[config.mk]
export PLATFORM = sky130hd
export DESIGN_NAME = plq_free_stack
export DESIGN_NICKNAME = d
export VERILOG_FILES = /design/src/sv/plq_pkg.sv /design/src/sv/plq_free_stack.sv
export SDC_FILE = /design/constraint.sdc
export NUM_CORES = 2
export LEC_CHECK = 0
export BUFFER_PORTS_ARGS = -buffer_cell sky130_fd_sc_hd__buf_2
export CAP_MARGIN = 20
export CELL_PAD_IN_SITES_DETAIL_PLACEMENT = 1
export CELL_PAD_IN_SITES_GLOBAL_PLACEMENT = 1
export CORE_MARGIN = 10
export CORE_UTILIZATION = 50
export DETAILED_ROUTE_END_ITERATION = 12
export PLACE_DENSITY_LB_ADDON = 0.1
export SYNTH_ARGS = -nofsm -noshare
export SYNTH_HDL_FRONTEND = slang
export SYNTH_SLANG_ARGS = --single-unit
export TNS_END_PERCENT = 1
[constraint.sdc]
create_clock -name clk -period 4 [get_ports clk]
set_input_delay 0.2 -clock clk [delete_from_list [all_inputs] [get_ports clk]]
set_output_delay 0.2 -clock clk [all_outputs]
set_load 0.01 [all_outputs]
[src/sv/plq_pkg.sv]
`default_nettype none
package plq_pkg;

	// Slot store geometry
	localparam int SLOTS      = 255;
	localparam int SLOT_W     = 8;
	localparam int MAX_EVENTS = 63;
	localparam int EV_W       = 6;

	localparam logic [SLOT_W-1:0] SLOT_NONE = 8'hFF;

	// Input kinds
	localparam logic [1:0] KIND_INSERT = 2'd0;
	localparam logic [1:0] KIND_CANCEL = 2'd1;
	localparam logic [1:0] KIND_FILL   = 2'd2;
	localparam logic [1:0] KIND_UNUSED = 2'd3;

	// Result kinds
	localparam logic [2:0] RES_INSERTED  = 3'd0;
	localparam logic [2:0] RES_FULL      = 3'd1;
	localparam logic [2:0] RES_CANCELLED = 3'd2;
	localparam logic [2:0] RES_REJECTED  = 3'd3;
	localparam logic [2:0] RES_FILL      = 3'd4;
	localparam logic [2:0] RES_CLOSING   = 3'd5;

	// Register indexes
	localparam logic REG_LEVEL_PRICE  = 1'b0;
	localparam logic REG_RESTING_SIDE = 1'b1;

	localparam logic [7:0] FILL_TYPE = 8'd1;

	typedef struct packed {
		logic [31:0]       order_id;
		logic [15:0]       quantity;
		logic [SLOT_W-1:0] next;
		logic [SLOT_W-1:0] prev;
	} slot_entry_t;

	typedef struct packed {
		logic order_id;
		logic quantity;
		logic next;
		logic prev;
	} slot_wen_t;

	typedef struct packed {
		logic [2:0]        result_kind;
		logic [SLOT_W-1:0] slot;
		logic [31:0]       event_order_id;
		logic [15:0]       event_quantity;
		logic [31:0]       event_price;
		logic              event_side;
		logic [7:0]        event_type;
		logic              order_done;
		logic [23:0]       level_total;
		logic              last;
	} result_t;

endpackage
`default_nettype wire

[src/sv/plq_free_stack.sv]
`default_nettype none
module plq_free_stack (
	input  wire logic                       clk,
	input  wire logic                       arst_n,
	input  wire logic                       rd_en,
	output logic [plq_pkg::SLOT_W-1:0]      rd_data,
	input  wire logic                       pop,
	input  wire logic                       push,
	input  wire logic [plq_pkg::SLOT_W-1:0] push_slot,
	output logic [plq_pkg::SLOT_W-1:0]      top
);
	import plq_pkg::*;

	logic [SLOT_W-1:0] mem [SLOTS];
	logic [SLOT_W-1:0] top_q;
	logic [SLOT_W-1:0] hwm_q;
	logic [SLOT_W-1:0] rd_idx_q;
	logic              rd_fresh_q;
	logic [SLOT_W-1:0] rd_mem_q;
	logic [SLOT_W-1:0] top_dec;

	assign top_dec = top_q - 1'b1;
	assign top     = top_q;

	// Entries at or above the high-water mark were never written and hold their index
	assign rd_data = rd_fresh_q ? rd_idx_q : rd_mem_q;

	// Track stack pointer and high-water mark
	always_ff @(posedge clk or negedge arst_n) begin
		if (!arst_n) begin
			top_q <= '0;
			hwm_q <= '0;
		end else if (pop) begin
			top_q <= top_q + 1'b1;
			if (top_q >= hwm_q) hwm_q <= top_q + 1'b1;
		end else if (push) begin
			top_q <= top_dec;
		end
	end

	// Store freed slots
	always_ff @(posedge clk) begin
		if (push) mem[top_dec] <= push_slot;
	end

	// Read the entry at the top
	always_ff @(posedge clk) begin
		if (rd_en) begin
			rd_mem_q   <= mem[top_q];
			rd_idx_q   <= top_q;
			rd_fresh_q <= (top_q >= hwm_q);
		end
	end

endmodule
`default_nettype wire

# Yosys cells after proc, flatten, opt, wreduce, memory -nomap -nowiden
# Memory sizes are Yosys's and may differ from the RTL's. A register that Yosys moved wholly into a read port is not among the register bits.
# Cells that the tools add are included.
# W data, S select, Z words.
# word_totals
reg_bits	25
output_inout_bits	16
in_bits	13
ramBits	2040
n_memories	1
wordCells	15
# classes
order_cmp	1
n_addsub	2
mux	5
n_reduce_logical	2
# memory_table
memory	depth	width	rd	rd_clocked_by_memory_dff	write_ports	line_no	rtl
mem	255	8	1	1	1	plq_free_stack.sv:14	logic [SLOT_W-1:0] mem [SLOTS];
# ops
op	n
$mux W8	3
$add A8 B1 Y8 const B	1
$ge A8 B8 Y1	1
$sub A8 B1 Y8 const B	1
$mux W1	2
$reduce_and A2 Y1	1
$reduce_bool A2 Y1	1

# Depth between registers and ports, before layout
# logic_depth
depth_word	3
depth_mapped	14
mapped_depth_nobuf	9

# Least setup slack after synthesis
# No wires, ideal clock.
# synth_timing
path_type	reg-to-reg
from	reg top_q[0], in the netlist top[0]
to	mem mem[185][0] (enable)
n_path_buf	7
arrival_ns	3.273
setup_ns	0.370
path_stages_with_launch	15
period_less_slack_ns	3.643
required_time_ns	3.630
path_slack_ns	0.357
path_cell_list	dfrtp_1 -> buf_6 -> buf_6 -> buf_6 -> buf_6 -> buf_6 -> clkinv_1 -> ha_1 -> clkbuf_1 -> nand2_1 -> xnor2_1 -> and2_1 -> nand2_1 -> clkbuf_1 -> nor2_1
# synth_between
elab_chain_len	1
# synth_rtl
element	line_no	rtl
start, declared	plq_free_stack.sv:15	logic [SLOT_W-1:0] top_q;
start signal, assigned	plq_free_stack.sv:34	top_q <= top_q + 1'b1;
start signal, assigned	plq_free_stack.sv:37	top_q <= top_dec;
$sub A8 B1 Y8	plq_free_stack.sv:22	assign top_dec = top_q - 1'b1;
net top_dec[0]	plq_free_stack.sv:20	logic [SLOT_W-1:0] top_dec;
end, declared	plq_free_stack.sv:14	
# The timed path passes the listed nets, and every way through them passes these cells.

==> flow_metrics.env <==
export IMPL_outcome="complete, but fails checks"
export IMPL_failed_checks="negative hold slack"
export IMPL_overflow=0
export IMPL_detailroute_via_count=43700
export IMPL_holdPathStages=1
export IMPL_initial_utilization_pct=50.4
export IMPL_min_delay_worst_endpoint="mem[2][2]$_DFFE_PP_"
export IMPL_rsz0062_at_grt="no"
export IMPL_mostFrequentLayoutCell="sky130_fd_sc_hd__edfxtp_1"
export IMPL_core_mm2=0.161
export IMPL_antenna_found_initial=13
export IMPL_cts_inserted_buffers=207
export IMPL_reg2reg_depth=8
export IMPL_netSwitchingFraction_pct=33.9
export IMPL_setup_viol=0
export IMPL_register_to_register_setup_slack_ns=0.17
export IMPL_grt_max_degree=129
export IMPL_synth_seq_area_share_pct=76.6
export IMPL_leakagePower_uw=0.0306
export IMPL_netlist_instances=3997
export IMPL_slew_violations=0
export IMPL_route_detailed_drc=0
export IMPL_synth_avg_cell_area_um2=20.3
export IMPL_groute_layer_met2_usage_pct=42.4
export IMPL_dominantRegCellSynth="sky130_fd_sc_hd__edfxtp_1"
export IMPL_max_slew_worst_pin_slew_ns=1.20
export IMPL_share_seq_of_total_power_pct=38.0
export IMPL_cellInternalPower_uw=43400
export IMPL_dieArea_mm2=0.179
export IMPL_design_final_nets=4578
export IMPL_mostFrequentLayoutCells="2,057 x sky130_fd_sc_hd__edfxtp_1, 497 x sky130_fd_sc_hd__buf_4, 446 x sky130_fd_sc_hd__mux4_2"
export IMPL_max_stage_delay_ns=0.79
export IMPL_drt_pass1_iter_count=6
export IMPL_clkPwrFrac_pct=28.7
export IMPL_vias_in_the_first_global_route=44900
export IMPL_postRouteAntennaNets=0
export IMPL_htreeDepth=4
export IMPL_port_buffers=28
export IMPL_num_io_pins=29
export IMPL_synth_to_final_area_change_pct=16.3
export IMPL_vias_per_cell=6.34
export IMPL_crit_chain="buf_12, mux4_2, a21o_1, a222oi_1, o22ai_1, a211oi_2, buf_4, a22oi_1"
export IMPL_fin_hold_ws_ns=-0.0127
export IMPL_horizontal_extent_of_the_die_um=423
export IMPL_power_ir_vdd_worst_v=0.000529
export IMPL_worst_setup_hold_path_clk_slew_ns=0.06
export IMPL_yosysUniqueCellTypes=66
export IMPL_synth_ff_latch_count=2073
export IMPL_finalPower_uw=65600
export IMPL_critPathCaptureType="flip-flop"
export IMPL_min_delay_start="push_slot[2]"
export IMPL_worstReg2RegEnd="rd_mem_q[2]$_DFFE_PP_"
export IMPL_wire_length_of_the_first_global_routing_pass_um=346000
export IMPL_place_hpwl_um=158000
export IMPL_routed_wl_um=243000
export IMPL_tritoncts_num_sinks=2073
export IMPL_cp_arrival_ns=4.44
export IMPL_synth_edff_count=2057
export IMPL_maxClockFrequency_ghz=0.261
export IMPL_critical_path_slowest_cell="sky130_fd_sc_hd__dfrtp_4"
export IMPL_period_share_pct=95.8
export IMPL_worst_setup_path_type="flip-flop to flip-flop"
export IMPL_path_max_fanout=40
export IMPL_die_height_um=423
export IMPL_top_usage_layer="met2"
export IMPL_p_comb_share_pct=33.3
export IMPL_tritoncts="done"
export IMPL_asyncSetResetFlopFracSynth_pct=0.772
export IMPL_netSwitchingPower_uw=22300
export IMPL_post_route_cells_drive_above_1_share_pct=29.0
export IMPL_rows=147
export IMPL_synth_area_mm2=0.0812
export IMPL_worstSkewPairLatency_ns=0.87
export IMPL_grt_met3_usage_pct=4.53
export IMPL_yosysWarningCount=0
export IMPL_use_met1_pct=38.0
export IMPL_report_final_hold_viol_count=3
export IMPL_route_detailed_wl_per_inst_um=35.2
export IMPL_cts_root_to_sink_buffers=3
export IMPL_worst_setup_path_start_kind="flip-flop"
export IMPL_final_critical_path_time_including_i_o_delays_and_setup_ns=3.83
export IMPL_p_per_area_mw_per_mm2=696
export IMPL_drt_initial_drc_count=5679
export IMPL_timing_rr_start="top[0]$_DFFE_PN0P_"
export IMPL_worst_ep_required_time_ns=4.61
export IMPL_track_usage_pct=27.0
export IMPL_post_cts_repair_setup_buffers=0
export IMPL_routabilityCongestion=0.889
export IMPL_max_slew_margin_vs_limit_pct=20.0
export IMPL_setup_skew_after_layout_ns=0.0334
export IMPL_cap_viol_max_count=0
export IMPL_cts_root_buffer_cell="sky130_fd_sc_hd__clkbuf_16"
export IMPL_hold_path_class="input port to flip-flop"
export IMPL_synthesis_nets=4024
-- worst max-delay path: cells and delay by family, from the launching register on --
family                 cells  cell delay, ns
flip-flops                 1            0.79
multiplexers               1            0.55
AO/OA/AOI/OAI              5            1.58
buffers and inverters      2            0.57
-- worst max path at each step --
stage | start | to | slack, ns
6_report | top[0]$_DFFE_PN0P_ | rd_mem_q[2]$_DFFE_PP_ | 0.17
5_1_grt | top[0]$_DFFE_PN0P_ | rd_mem_q[3]$_DFFE_PP_ | 0.09
4_1_cts | top[0]$_DFFE_PN0P_ | rd_mem_q[3]$_DFFE_PP_ | 0.09
3_5_place_dp | top[0]$_DFFE_PN0P_ | rd_mem_q[2]$_DFFE_PP_ | -0.03
3_3_place_gp | top[0]$_DFFE_PN0P_ | rd_mem_q[5]$_DFFE_PP_ | -0.44
2_1_floorplan | top[0]$_DFFE_PN0P_ | mem[185][0]$_DFFE_PP_ | 0.36
-- power by group through the flow --
stage          Sequential [µW]  Combinational [µW]  Clock [µW]
6_report                 25000               21800       18800
2_1_floorplan            24900               12000           0
3_3_place_gp             25400               21500           0
5_1_grt                  25000               22600       20000
4_1_cts                  25000               21800       19100
3_5_place_dp             25400               21700           0
-- kinds of logic after synthesis --
| logic type | synth area share (%) |
|---|---|
| mux | 14.9 |
| buf+inv | 1.70 |
| flops | 76.6 |
| xor+xnor | 0.205 |
| compound gates | 3.20 |
| fa+ha+maj | 0.216 |
| simple gates | 3.16 |
-- area by class of cell --
| class | instances | area [µm²] |
|---|---|---|
| diodes | 6 | 15.0 |
| clock buffers | 259 | 5380 |
| clock inverters | 126 | 1120 |
| fillers | 13600 | 66600 |
| inverters | 15 | 63.8 |
| multi-input cells | 1665 | 17700 |
| flip-flops and latches | 2073 | 62200 |
| well taps | 2160 | 2700 |
| repair buffers | 589 | 5150 |
-- metrics by stage --
step                util, %  setup WS [ns]  setup TNS, ns  area, µm²  std cells
finish                 58.6          0.168              0      94400       6893
global placement       54.5         -0.439         -0.533      87800       6494
CTS                    58.6         0.0947              0      94300       6887
detailed placement     54.5        -0.0342        -0.0655      87800       6496
floorplan                 -          0.357              0      81200       3997
global route           58.6         0.0877              0      94300       6887
-- synth_stat cells, drive strengths merged (11+ instances only) --
cell,n,area [µm²]
edfxtp,2057,61800
mux4,446,10000
nor2,320,1200
mux2i,175,1750
nand2,145,544
buf,132,900
clkbuf,112,420
o21ai,71,355
a21oi,63,315
a22oi,62,465
nand3,53,265
a221oi,28,245
mux2,28,315
o22ai,22,138
nor3,20,100
nor2b,17,106
xnor2,17,149
dfrtp,16,400
o221ai,16,140
a31oi,14,87.6
ha,14,175
a2111oi,13,114
a211oi,12,90.1
inv,12,45.0
and2,11,68.8
-- timing repair --
item | CTS | global route
hold buffers | 6 | 0
resized for setup | 2 | 0
hold endpoints to repair | 66 | 0
setup endpoints to repair | 2 | 0
-- routing by layer --
layer / routed length [µm] / part of all wire [%]
met5: 56 / 0.023
met4: 10900 / 4.5
met3: 19400 / 8.0
met2: 115000 / 47
met1: 97300 / 40
-- sequential cells by signal, summed over array words and instances (netlist names) --
register and flops:
mem 2040, rd_mem_q 8, rd_idx_q 8, top 8, hwm_q 8, rd_fresh_q 1
(Power assumes the default switching activity.)
